===== config.mk =====
export PLATFORM = sky130hd
export DESIGN_NAME = pixel_format_converter_top
export DESIGN_NICKNAME = d
export VERILOG_FILES = /design/src/sv/pfc_pkg.sv /design/src/sv/pfc_lane.sv /design/src/sv/pfc_merge.sv /design/src/sv/pfc_fifo.sv /design/src/sv/pixel_format_converter_top.sv
export SDC_FILE = /design/constraint.sdc
export NUM_CORES = 2
export LEC_CHECK = 0
export BUFFER_PORTS_ARGS = -buffer_cell sky130_fd_sc_hd__buf_2
export CELL_PAD_IN_SITES_DETAIL_PLACEMENT = 0
export CELL_PAD_IN_SITES_GLOBAL_PLACEMENT = 1
export CORE_ASPECT_RATIO = 1.2
export CORE_MARGIN = 10
export CORE_UTILIZATION = 50
export DETAILED_ROUTE_END_ITERATION = 16
export PLACE_DENSITY_LB_ADDON = 0.1
export SETUP_SLACK_MARGIN = 0.05
export SLEW_MARGIN = 30
export SYNTH_ARGS = -nofsm -noshare
export SYNTH_HDL_FRONTEND = slang
export SYNTH_SLANG_ARGS = --single-unit

===== constraint.sdc =====
create_clock -name clk_i -period 11.4 [get_ports clk_i]
set_input_delay 1.71 -clock clk_i [delete_from_list [all_inputs] [get_ports clk_i]]
set_output_delay 1.71 -clock clk_i [all_outputs]
set_load 0.03 [all_outputs]

===== src/sv/pfc_pkg.sv =====
// ----------------------------------------------------------------------------
// Pixel format converter package
// Shared types, format codes and format decode functions.
// ----------------------------------------------------------------------------
package pfc_pkg;

  localparam int unsigned NumLanes       = 4;
  localparam int unsigned DefFifoDepth   = 8;
  localparam int unsigned SampleW        = 16;
  localparam int unsigned FmtW           = 4;
  localparam int unsigned CfgIdxW        = 2;

  typedef enum logic [FmtW-1:0] {
    FmtGrey1,
    FmtGrey2,
    FmtGrey4,
    FmtGrey8,
    FmtGrey16,
    FmtRgb8,
    FmtRgb16,
    FmtGa8,
    FmtGa16,
    FmtRgba8,
    FmtRgba16
  } fmt_e;

  typedef enum logic [CfgIdxW-1:0] {
    RegSrcFormat,
    RegDstFormat
  } reg_idx_e;

  typedef enum logic [1:0] {
    KindGrey,
    KindRgb,
    KindGa,
    KindRgba
  } kind_e;

  typedef struct packed {
    logic [SampleW-1:0] chan_first;
    logic [SampleW-1:0] chan_second;
    logic [SampleW-1:0] chan_third;
    logic [SampleW-1:0] chan_fourth;
  } in_t;

  typedef struct packed {
    logic [SampleW-1:0] out_first;
    logic [SampleW-1:0] out_second;
    logic [SampleW-1:0] out_third;
    logic [SampleW-1:0] out_fourth;
  } out_t;

  // Sample depths are coded as log2 of the bit count: 0 for 1 bit up to 4 for 16 bits.
  typedef struct packed {
    logic [2:0] sw;
    logic [2:0] dw;
  } lane_cfg_t;

  typedef struct packed {
    logic               bad;
    kind_e              dst_kind;
    logic               src_alpha;
    logic [SampleW-1:0] dmax;
  } side_t;

  function automatic kind_e fmt_kind(logic [FmtW-1:0] code);
    kind_e k;
    case (code)
      FmtRgb8, FmtRgb16:   k = KindRgb;
      FmtGa8, FmtGa16:     k = KindGa;
      FmtRgba8, FmtRgba16: k = KindRgba;
      default:             k = KindGrey;
    endcase
    return k;
  endfunction

  function automatic logic [2:0] fmt_wlog(logic [FmtW-1:0] code);
    logic [2:0] w;
    case (code)
      FmtGrey1:                           w = 3'd0;
      FmtGrey2:                           w = 3'd1;
      FmtGrey4:                           w = 3'd2;
      FmtGrey8, FmtRgb8, FmtGa8, FmtRgba8: w = 3'd3;
      default:                            w = 3'd4;
    endcase
    return w;
  endfunction

  function automatic logic [4:0] wlog_bits(logic [2:0] wlog);
    return 5'd1 << wlog;
  endfunction

  function automatic logic [SampleW-1:0] wlog_max(logic [2:0] wlog);
    logic [SampleW:0] one_sh;
    one_sh = (SampleW+1)'(1) << wlog_bits(wlog);
    return SampleW'(one_sh - (SampleW+1)'(1));
  endfunction

  function automatic logic fmt_bad(logic [FmtW-1:0] code);
    return code > FmtRgba16;
  endfunction

endpackage


===== src/sv/pfc_lane.sv =====
// ----------------------------------------------------------------------------
// Pixel format converter lane
// Rescales one sample from the source depth to the destination depth with
// round-half-up, in three register stages.
// ----------------------------------------------------------------------------
module pfc_lane
  import pfc_pkg::*;
(
  input  logic               clk_i,
  input  logic [SampleW-1:0] v_i,
  input  lane_cfg_t          cfg_i,
  output logic [SampleW-1:0] q_o
);

  // Depths are 2^k-1 with each smaller width dividing the larger ones, so
  // widening is bit replication. Narrowing divides v*D + (S-1)/2 by S = 2^k-1
  // through an estimate that is at most one low and one correction step.

  logic [SampleW-1:0] rep;
  logic [SampleW-1:0] smax_in;
  logic [SampleW-1:0] dmax_in;
  logic [31:0]        x_in;
  logic [31:0]        y_in;
  logic               up_in;

  logic [31:0]        s1_y_q;
  logic               s1_up_q;
  logic [SampleW-1:0] s1_rep_q;
  logic [2:0]         s1_sw_q;

  logic [32:0]        t2;
  logic [32:0]        q1_full;
  logic [31:0]        s2_y_q;
  logic [SampleW-1:0] s2_q1_q;
  logic               s2_up_q;
  logic [SampleW-1:0] s2_rep_q;
  logic [2:0]         s2_sw_q;

  logic [31:0]        qs3;
  logic [31:0]        r3;
  logic [SampleW-1:0] smax3;
  logic [SampleW-1:0] q_d;

  always_comb begin
    case (cfg_i.sw)
      3'd0:    rep = {16{v_i[0]}};
      3'd1:    rep = {8{v_i[1:0]}};
      3'd2:    rep = {4{v_i[3:0]}};
      3'd3:    rep = {2{v_i[7:0]}};
      default: rep = v_i;
    endcase
    smax_in = wlog_max(cfg_i.sw);
    dmax_in = wlog_max(cfg_i.dw);
    up_in   = cfg_i.dw >= cfg_i.sw;
    x_in    = ({16'd0, v_i} << wlog_bits(cfg_i.dw)) - {16'd0, v_i};
    y_in    = x_in + {17'd0, smax_in[SampleW-1:1]};
  end

  always_ff @(posedge clk_i) begin
    s1_y_q   <= y_in;
    s1_up_q  <= up_in;
    s1_rep_q <= rep & dmax_in;
    s1_sw_q  <= cfg_i.sw;
  end

  always_comb begin
    t2      = {1'b0, s1_y_q} + ({1'b0, s1_y_q} >> wlog_bits(s1_sw_q));
    q1_full = t2 >> wlog_bits(s1_sw_q);
  end

  always_ff @(posedge clk_i) begin
    s2_y_q   <= s1_y_q;
    s2_q1_q  <= q1_full[SampleW-1:0];
    s2_up_q  <= s1_up_q;
    s2_rep_q <= s1_rep_q;
    s2_sw_q  <= s1_sw_q;
  end

  always_comb begin
    smax3 = wlog_max(s2_sw_q);
    qs3   = ({16'd0, s2_q1_q} << wlog_bits(s2_sw_q)) - {16'd0, s2_q1_q};
    r3    = s2_y_q - qs3;
    if (s2_up_q) begin
      q_d = s2_rep_q;
    end else if (r3 >= {16'd0, smax3}) begin
      q_d = s2_q1_q + 16'd1;
    end else begin
      q_d = s2_q1_q;
    end
  end

  always_ff @(posedge clk_i) begin
    q_o <= q_d;
  end

endmodule


===== src/sv/pfc_merge.sv =====
// ----------------------------------------------------------------------------
// Pixel format converter merge stage
// Combines the four lane results into the destination pixel layout.
// ----------------------------------------------------------------------------
module pfc_merge
  import pfc_pkg::*;
(
  input  logic                            clk_i,
  input  logic                            rst_ni,
  input  logic                            valid_i,
  input  side_t                           side_i,
  input  logic [NumLanes-1:0][SampleW-1:0] lane_i,
  output logic                            valid_o,
  output out_t                            data_o
);

  logic [SampleW-1:0] max01;
  logic [SampleW-1:0] grey;
  logic [SampleW-1:0] alpha;
  out_t               data_d;

  always_comb begin
    max01 = (lane_i[1] > lane_i[0]) ? lane_i[1] : lane_i[0];
    grey  = (lane_i[2] > max01) ? lane_i[2] : max01;
    alpha = side_i.src_alpha ? lane_i[3] : side_i.dmax;
    data_d = '0;
    if (!side_i.bad) begin
      case (side_i.dst_kind)
        KindGrey: begin
          data_d.out_first = grey;
        end
        KindGa: begin
          data_d.out_first  = grey;
          data_d.out_second = alpha;
        end
        KindRgb: begin
          data_d.out_first  = lane_i[0];
          data_d.out_second = lane_i[1];
          data_d.out_third  = lane_i[2];
        end
        default: begin
          data_d.out_first  = lane_i[0];
          data_d.out_second = lane_i[1];
          data_d.out_third  = lane_i[2];
          data_d.out_fourth = alpha;
        end
      endcase
    end
  end

  always_ff @(posedge clk_i or negedge rst_ni) begin
    if (!rst_ni) begin
      valid_o <= 1'b0;
    end else begin
      valid_o <= valid_i;
    end
  end

  always_ff @(posedge clk_i) begin
    data_o <= data_d;
  end

endmodule


===== src/sv/pfc_fifo.sv =====
// ----------------------------------------------------------------------------
// Pixel format converter output queue
// Holds finished pixels until the receiver takes them.
// ----------------------------------------------------------------------------
module pfc_fifo
  import pfc_pkg::*;
#(
  parameter int unsigned Depth = DefFifoDepth
) (
  input  logic clk_i,
  input  logic rst_ni,
  input  logic push_i,
  input  out_t data_i,
  output logic valid_o,
  input  logic stall_i,
  output out_t data_o
);

  localparam int unsigned PtrW = (Depth > 1) ? $clog2(Depth) : 1;
  localparam int unsigned CntW = $clog2(Depth + 1);

  out_t            mem [Depth];
  logic [PtrW-1:0] wr_ptr_q;
  logic [PtrW-1:0] rd_ptr_q;
  logic [CntW-1:0] count_q;
  logic [CntW-1:0] count_d;
  logic            pop;

  assign pop     = valid_o && !stall_i;
  assign valid_o = count_q != '0;
  assign data_o  = mem[rd_ptr_q];

  always_comb begin
    count_d = count_q;
    if (push_i && !pop) begin
      count_d = count_q + CntW'(1);
    end else if (pop && !push_i) begin
      count_d = count_q - CntW'(1);
    end
  end

  always_ff @(posedge clk_i or negedge rst_ni) begin
    if (!rst_ni) begin
      wr_ptr_q <= '0;
      rd_ptr_q <= '0;
      count_q  <= '0;
    end else begin
      count_q <= count_d;
      if (push_i) begin
        wr_ptr_q <= (wr_ptr_q == PtrW'(Depth - 1)) ? '0 : wr_ptr_q + PtrW'(1);
      end
      if (pop) begin
        rd_ptr_q <= (rd_ptr_q == PtrW'(Depth - 1)) ? '0 : rd_ptr_q + PtrW'(1);
      end
    end
  end

  always_ff @(posedge clk_i) begin
    if (push_i) begin
      mem[wr_ptr_q] <= data_i;
    end
  end

  a_no_overflow: assert property (@(posedge clk_i) disable iff (!rst_ni)
    push_i && !pop |-> count_q != CntW'(Depth))
    else $error("output queue written while full");

endmodule


===== src/sv/pixel_format_converter_top.sv =====
// ----------------------------------------------------------------------------
// Pixel format converter
// Converts one pixel per beat between grey, RGB, grey+alpha and RGBA formats
// at 1 to 16 bits per sample, with round-half-up rescaling of every channel.
// ----------------------------------------------------------------------------
// Input beats arrive on in_valid_i/in_stall_o with all four source samples in
// in_data_i; results leave on out_valid_o/out_stall_i, one pixel per input.
// The source and destination formats are set through the write port; the user must
// do so only while no pixel is in flight, which the block itself does not enforce.
// A pixel accepted at a rising edge passes through one decode and clip
// stage, three stages in each of the four rescaling lanes, one merge stage
// and the output queue before it can be taken.
// With the receiver ready the block takes one pixel every cycle while in_stall_o is low.
// The output queue holds FifoDepth pixels; in_stall_o rises when that many
// pixels are accepted and not yet delivered, so a stalled receiver holds the
// input back after at most FifoDepth beats and nothing is ever dropped.
// Reset empties the pipeline and the queue, sets both formats to 8-bit grey
// and holds in_stall_o high while reset is asserted.
// ----------------------------------------------------------------------------
module pixel_format_converter_top
  import pfc_pkg::*;
#(
  parameter int unsigned FifoDepth = DefFifoDepth
) (
  input  logic               clk_i,
  input  logic               rst_ni,
  input  logic               cfg_we_i,
  input  logic [CfgIdxW-1:0] cfg_idx_i,
  input  logic [FmtW-1:0]    cfg_data_i,
  input  logic               in_valid_i,
  output logic               in_stall_o,
  input  in_t                in_data_i,
  output logic               out_valid_o,
  input  logic               out_stall_i,
  output out_t               out_data_o
);

  localparam int unsigned CntW   = $clog2(FifoDepth + 1);
  localparam int unsigned LaneLat = 3;

  logic [FmtW-1:0] src_q;
  logic [FmtW-1:0] dst_q;

  logic            in_acc;
  logic            out_acc;
  logic [CntW-1:0] cnt_q;
  logic [CntW-1:0] cnt_d;
  logic            stall_q;
  logic            stall_d;

  kind_e                            sk;
  logic [2:0]                       sw;
  logic [SampleW-1:0]               smax;
  logic [NumLanes-1:0][SampleW-1:0] clip;
  logic [NumLanes-1:0][SampleW-1:0] lane_v_d;
  side_t                            side_d;
  lane_cfg_t                        lcfg_d;

  logic [NumLanes-1:0][SampleW-1:0] lane_v_q;
  lane_cfg_t                        lcfg_q;
  side_t                            side_q [LaneLat+1];
  logic [LaneLat:0]                 vld_q;
  logic [NumLanes-1:0][SampleW-1:0] lane_q;

  logic merge_valid;
  out_t merge_data;

  assign in_acc     = in_valid_i && !stall_q;
  assign out_acc    = out_valid_o && !out_stall_i;
  assign in_stall_o = stall_q;

  always_ff @(posedge clk_i or negedge rst_ni) begin
    if (!rst_ni) begin
      src_q <= FmtGrey8;
      dst_q <= FmtGrey8;
    end else if (cfg_we_i) begin
      case (cfg_idx_i)
        RegSrcFormat: src_q <= cfg_data_i;
        RegDstFormat: dst_q <= cfg_data_i;
        default: ;
      endcase
    end
  end

  always_comb begin
    cnt_d = cnt_q;
    if (in_acc && !out_acc) begin
      cnt_d = cnt_q + CntW'(1);
    end else if (out_acc && !in_acc) begin
      cnt_d = cnt_q - CntW'(1);
    end
    stall_d = cnt_d >= CntW'(FifoDepth);
  end

  always_ff @(posedge clk_i or negedge rst_ni) begin
    if (!rst_ni) begin
      cnt_q   <= '0;
      stall_q <= 1'b1;
    end else begin
      cnt_q   <= cnt_d;
      stall_q <= stall_d;
    end
  end

  always_comb begin
    sk   = fmt_kind(src_q);
    sw   = fmt_wlog(src_q);
    smax = wlog_max(sw);
    clip[0] = (in_data_i.chan_first > smax) ? smax : in_data_i.chan_first;
    clip[1] = (in_data_i.chan_second > smax) ? smax : in_data_i.chan_second;
    clip[2] = (in_data_i.chan_third > smax) ? smax : in_data_i.chan_third;
    clip[3] = (in_data_i.chan_fourth > smax) ? smax : in_data_i.chan_fourth;
    lane_v_d[0] = clip[0];
    if (sk == KindRgb || sk == KindRgba) begin
      lane_v_d[1] = clip[1];
      lane_v_d[2] = clip[2];
    end else begin
      lane_v_d[1] = clip[0];
      lane_v_d[2] = clip[0];
    end
    lane_v_d[3] = (sk == KindGa) ? clip[1] : clip[3];
    lcfg_d.sw = sw;
    lcfg_d.dw = fmt_wlog(dst_q);
    side_d.bad       = fmt_bad(src_q) || fmt_bad(dst_q);
    side_d.dst_kind  = fmt_kind(dst_q);
    side_d.src_alpha = (sk == KindGa) || (sk == KindRgba);
    side_d.dmax      = wlog_max(lcfg_d.dw);
  end

  always_ff @(posedge clk_i or negedge rst_ni) begin
    if (!rst_ni) begin
      vld_q <= '0;
    end else begin
      vld_q <= {vld_q[LaneLat-1:0], in_acc};
    end
  end

  always_ff @(posedge clk_i) begin
    lane_v_q  <= lane_v_d;
    lcfg_q    <= lcfg_d;
    side_q[0] <= side_d;
    for (int i = 1; i <= LaneLat; i++) begin
      side_q[i] <= side_q[i-1];
    end
  end

  for (genvar g = 0; g < NumLanes; g++) begin : g_lane
    pfc_lane u_lane (
      .clk_i (clk_i),
      .v_i   (lane_v_q[g]),
      .cfg_i (lcfg_q),
      .q_o   (lane_q[g])
    );
  end

  pfc_merge u_merge (
    .clk_i   (clk_i),
    .rst_ni  (rst_ni),
    .valid_i (vld_q[LaneLat]),
    .side_i  (side_q[LaneLat]),
    .lane_i  (lane_q),
    .valid_o (merge_valid),
    .data_o  (merge_data)
  );

  pfc_fifo #(
    .Depth (FifoDepth)
  ) u_fifo (
    .clk_i   (clk_i),
    .rst_ni  (rst_ni),
    .push_i  (merge_valid),
    .data_i  (merge_data),
    .valid_o (out_valid_o),
    .stall_i (out_stall_i),
    .data_o  (out_data_o)
  );

  a_credit_bound: assert property (@(posedge clk_i) disable iff (!rst_ni)
    cnt_q <= CntW'(FifoDepth))
    else $error("more pixels in flight than the output queue holds");

  a_pipe_latency: assert property (@(posedge clk_i) disable iff (!rst_ni)
    merge_valid == $past(vld_q[LaneLat]))
    else $error("merged pixel does not match an accepted beat");

  a_out_has_credit: assert property (@(posedge clk_i) disable iff (!rst_ni)
    out_valid_o |-> cnt_q != '0)
    else $error("output beat without a pixel in flight");

endmodule


# Word-level counts from Yosys, hierarchy flattened
# Memory sizes are Yosys's and may differ from the RTL's.
# Cells that the tools add are included.
# op_classes
muxes	35
shifts	27
add_sub_neg	35
n_reduce_logical	34
n_lt_le_gt_ge	14
bitwise_logic	4
n_eq_ne	29
# ops
operator	n
$mux 16	17
$pmux 16 s4	4
$shl 16x5->32	8
$sub 32x16->32	8
$add 32x33->33	4
$shr 32x5->33	4
$shr 33x5->16	4
$add 32x15->32	4
$ge 32x16->1	4
$sub 32x32->32	4
$gt 16x16->1	6
$shl 1x5->16 const A	5
$sub 16x1->16 const B	5
$add 16x1->16 const B	4
$and 16x16->16	4
$mux 32	1
$pmux 16 s2	1
$shl 1x3->5 const A	6
$eq 4x3->1 const B	6
$eq 4x4->1 const B	6
$pmux 3 s4	2
$eq 4x2->1 const B	4
$mux 4	4
$reduce_or 2->1	7
26 further kinds	56
# totals
reg_bits	682
word_cells	227
out_inout_bits	66
ramBits	592
inputBits	75
mem_count	2
# memory_table
memory	depth	word_bits	read_ports	rd_clocked_by_memory_dff	write_ports	line_no	text
u_fifo.mem	8	64	1	0	1	pfc_fifo.sv:22	out_t mem [Depth];
side_q	4	20	4	0	4	pixel_format_converter_top.sv:61	side_t side_q [LaneLat+1];

# Logic depth before layout (Yosys ltp)
# depth
depth_word	9
mapped_depth	33
ltp_nobuf	30

# By module
# Synthesis repeated with hierarchy kept, for this count alone.
# unflattened
hier_cells	9212
area_unflattened_um2	85404.4
# by_module_without_submodules
mod	cells_each	area_per_inst_um2	n_inst	seq_area_each_um2
pfc_fifo	802	19839.0	1	15625.0
pfc_lane at g_lane[0].u_lane	1949	14621.5	1	2722.6
pfc_lane at g_lane[3].u_lane	1906	14242.4	1	2722.6
pfc_lane at g_lane[1].u_lane	1861	14117.3	1	2722.6
pfc_lane at g_lane[2].u_lane	1831	13963.4	1	2722.6
pixel_format_converter_top	527	5436.5	1	2533.7
pfc_merge	336	3184.3	1	1306.3

# Least setup slack after synthesis
# OpenSTA, ideal clock, no wires.
# synth_path
kind	register to register
startpoint	register g_lane[3].u_lane.s2_sw_q[0]
endpoint	register g_lane[3].u_lane.q_o[1]
path_buffers	5
required_time_ps	11274
arrival_time_ps	6530
slack_ps	4744
stages_incl_launch_ff	33
setup_ps	126
synth_period_minus_slack_ps	6656
path_cell_list	dfxtp_1 > buf_1 > clkbuf_1 > buf_1 > nor2_1 > nand2_1 > o21ai_0 > fa_1 > inv_1 > ha_1 > a21o_1 > a21oi_1 > o21ai_0 > a21oi_1 > nand2_1 > a21boi_0 > o21bai_1 > a21oi_1 > xnor2_1 > ha_1 > a21oi_1 > o211ai_1 > nor4_1 > o211ai_1 > nor4_1 > nand4_1 > nor4_2 > nand4_2 > nor3_4 > buf_6 > buf_6 > mux2i_1 > o21ai_1
# synth_between
elab_chain_len	7
word_cells_on_any_way	9
cone_classes	add/sub (3); order compare (1); shift (3); mux (2)
# synth_lines
element	line_no	text
start: declaration	pfc_lane.sv:37	logic [2:0] s2_sw_q;
start signal: assignment	pfc_lane.sv:76	s2_sw_q <= s1_sw_q;
$shl 1x3->5 (*)	pfc_pkg.sv:90	return 5'd1 << wlog;
$shl 16x5->32	pfc_lane.sv:81	qs3 = ({16'd0, s2_q1_q} << wlog_bits(s2_sw_q)) - {16'd0, s2_q1_q};
$sub 32x16->32	pfc_lane.sv:81	
$sub 32x32->32	pfc_lane.sv:82	r3 = s2_y_q - qs3;
$ge 32x16->1 (*)	pfc_lane.sv:85	end else if (r3 >= {16'd0, smax3}) begin
$mux 16 (*)	pfc_lane.sv:85	
$mux 16 (*)	pfc_lane.sv:83	if (s2_up_q) begin
via g_lane[3].u_lane.q_d[1]	pfc_lane.sv:42	logic [SampleW-1:0] q_d;
end signal: assignment	pfc_lane.sv:93	q_o <= q_d;
end: declaration	pfc_lane.sv:12	output logic [SampleW-1:0] q_o
# The timed path passes the listed nets; every way through them passes the cells marked *.
# A chain may end at the register's enable or synchronous reset.

# Worst setup path after layout
# layout_path
startpoint	register g_lane[3].u_lane.s2_sw_q[1]
endpoint	register g_lane[3].u_lane.q_o[1]
# The elaborated chain is that of the path after synthesis.

==> impl_metrics.json <==
{
  "worstPathMaxFanout": 24,
  "cts-htree-levels": 3,
  "grt.overflow.total": 0,
  "io_buffer_count": 140,
  "finish.utilization_pct": 54.9,
  "critPathKind": "reg2reg",
  "arrival_ps": 9150,
  "grt_use_total_pct": 34.7,
  "synthArstFlopShare_pct": 2.28,
  "finalSetupViolations": 0,
  "die_area_mm2": 0.178,
  "hold_viol": 0,
  "cts_buffers": 119,
  "drcViolationCount": 0,
  "synth_area_mm2": 0.0808,
  "drt_wl_total_mm": 319,
  "pre_cts_slack_ps": 2980,
  "dieWidth_um": 387,
  "finalNonFillerCells": 10719,
  "ant_nets": 0,
  "core-area_mm2": 0.161,
  "status": "finished clean",
  "layout_common_cells": "nand2_1, a21oi_1, dfxtp_1",
  "synth.distinct_cells": 106,
  "via_per_inst": 6.51,
  "rsz0062_at_grt": "no",
  "cts-resized-gates": 0,
  "clock_sinks": 1229,
  "ys_seq_elements": 1229,
  "crit_required_ps": 12020,
  "setup_slack_ps": 2870,
  "grt_use_met2_pct": 53.9,
  "grt_pass1_wl_mm": 463,
  "worst_path_most_repeated_cell": "a21oi_1",
  "drive_gt1_share_pct": 10.4,
  "grt_util_met1_pct": 43.9,
  "post_cts_buffers": 0,
  "critPathSlowestCell": "dfxtp_1",
  "fill_cells": 14256,
  "cts-root-buf": "clkbuf_16",
  "min_period_ps": 8530,
  "final_common_cell": "nand2_1",
  "fmax_mhz": 117,
  "grt_max_degree": 145,
  "top_usage_layer": "met2",
  "r2r_slack_ps": 2870,
  "met3_usage_pct": 7.79,
  "start_kind": "register",
  "slew_violations": 0,
  "worst_pin_slew_ps": 1210,
  "place.detailed.hpwl_mm": 240,
  "maxSlewHeadroom_pct": 18.5,
  "holdBufCountCts": 0,
  "syn_area_per_cell_um2": 9.42,
  "firstDrtPassIters": 8,
  "holdPathEnd": "side_q[3][15]",
  "nNetsFinal": 9319,
  "hold-path-cell-count": 0,
  "rows": 161,
  "reg2reg_to": "g_lane[3].u_lane.q_o[1]",
  "min_from": "side_q[2][14]",
  "maxCapViolations": 0,
  "yosysSeqAreaShare_pct": 37.0,
  "max_stage_delay_ps": 950,
  "io_pins": 141,
  "cts_buffer_depth": 3,
  "clk_pin_slew_ps": 70,
  "hp-class": "reg2reg",
  "cts_tree": "yes",
  "netlist_instances": 8578,
  "wl_per_cell_um": 29.8,
  "endpoint_kind": "register",
  "setup_tns_ps": 0,
  "start_util_pct": 50.3,
  "r2r_start": "g_lane[3].u_lane.s2_sw_q[1]",
  "dpl.cell_count": 10486,
  "reg2reg_depth": 27,
  "grt_pass1_vias": 66791,
  "synth_ff_type": "dfxtp_1",
  "period_share_pct": 74.8,
  "clock-skew-final_ps": 63.5,
  "synth_edf_count": 512,
  "yosysWarnings": 0,
  "first_iter_violations": 8997,
  "syn2layout_area_growth_pct": 9.01,
  "antenna_found_initial": 31,
  "vias": 69827,
  "cp-startpoint": "g_lane[3].u_lane.s2_sw_q[1]",
  "gp_congestion": 1.07,
  "clkLatencyLatePin_ps": 810,
  "die-height_um": 460
}
worst max-delay path, delay by kind of cell (launching register included):
family	cells	cell delay, ps
adder cells (fa/ha/maj)	3	1100
buffers and inverters	3	1020
AND/OR/NAND/NOR	9	3090
XOR/XNOR	1	90
AO/OA/AOI/OAI	10	1790
multiplexers	1	320
flip-flops	1	950
layer usage:
layer	up-vias	wire length [um]	part of all wire, %
met5	-	83	0.026
met4	12	23300	7.3
met3	945	31200	9.8
met2	3774	140000	44
met1	33757	125000	39
li1	31339	-	-
worst max path at each step:
stage	endpoint	slack (ps)
finish	g_lane[3].u_lane.q_o[1]	2870
global placement	g_lane[3].u_lane.q_o[13]	3190
floorplan	g_lane[3].u_lane.q_o[1]	4740
global route	g_lane[1].u_lane.q_o[12]	2500
CTS	g_lane[3].u_lane.q_o[1]	2960
detailed placement	g_lane[3].u_lane.q_o[13]	2980
registers in the layout, summed over array words and instances (netlist names), 5 cells and up:
signal / count
g_lane.u_lane.s2_y_q: 128
g_lane.u_lane.s1_y_q: 128
g_lane.u_lane.q_o: 64
u_merge.data_o: 64
lane_v_q: 64
side_q: 36
g_lane.u_lane.s1_rep_q: 64
g_lane.u_lane.s2_q1_q: 64
u_fifo.mem: 512
g_lane.u_lane.s2_rep_q: 64
lcfg_q: 5
layout make-up:
class / instances / area [um2] / share of cell area (%)
sequential: 1229 / 29900 / 34.0
antenna: 6 / 15.0 / 0.0170
clock inverter: 74 / 1080 / 1.23
clock buffer: 153 / 3310 / 3.76
tap: 2119 / 2650 / 3.01
timing repair buffer: 275 / 1840 / 2.08
multi-input combinational: 6290 / 47100 / 53.5
inverter: 573 / 2150 / 2.44
through the flow:
stage / hold WS, ps / instance area, um2
3_5_place_dp: 312 / 83600
5_1_grt: 291 / 88100
6_report: 282 / 88100
4_1_cts: 284 / 88000
3_3_place_gp: 310 / 83500
2_1_floorplan: 310 / 80800
cells in the mapped netlist (194+ instances only):
master,count,area [um2]
nor2_1,612,2300
xnor2_1,239,2090
dfxtp_1,689,13800
a21oi_1,714,3570
edfxtp_1,512,15400
clkbuf_1,402,1510
a21o_1,194,1460
ha_1,627,7850
o21ai_0,481,2410
inv_1,565,2120
mux2i_1,208,2080
nand2_1,754,2830
cells by family (layout without fill, tap and decap cells):
family / Yosys count / after routing / share of synthesized area (%)
muxes: 484 / 484 / 8.78
adders and majority gates: 756 / 756 / 12.9
buffers and inverters: 1063 / 1075 / 4.97
and+or+nand+nor: 2167 / 2167 / 12.4
DFF: 1229 / 1229 / 37.0
xor gates and xnor gates: 353 / 353 / 3.83
AOI/OAI and AO/OA: 2525 / 2525 / 20.1
other: 1 / 11 / 0.00464
Power is not shown: default switching activity piles up to over one toggle a cycle in this logic, so the estimate is an artifact.
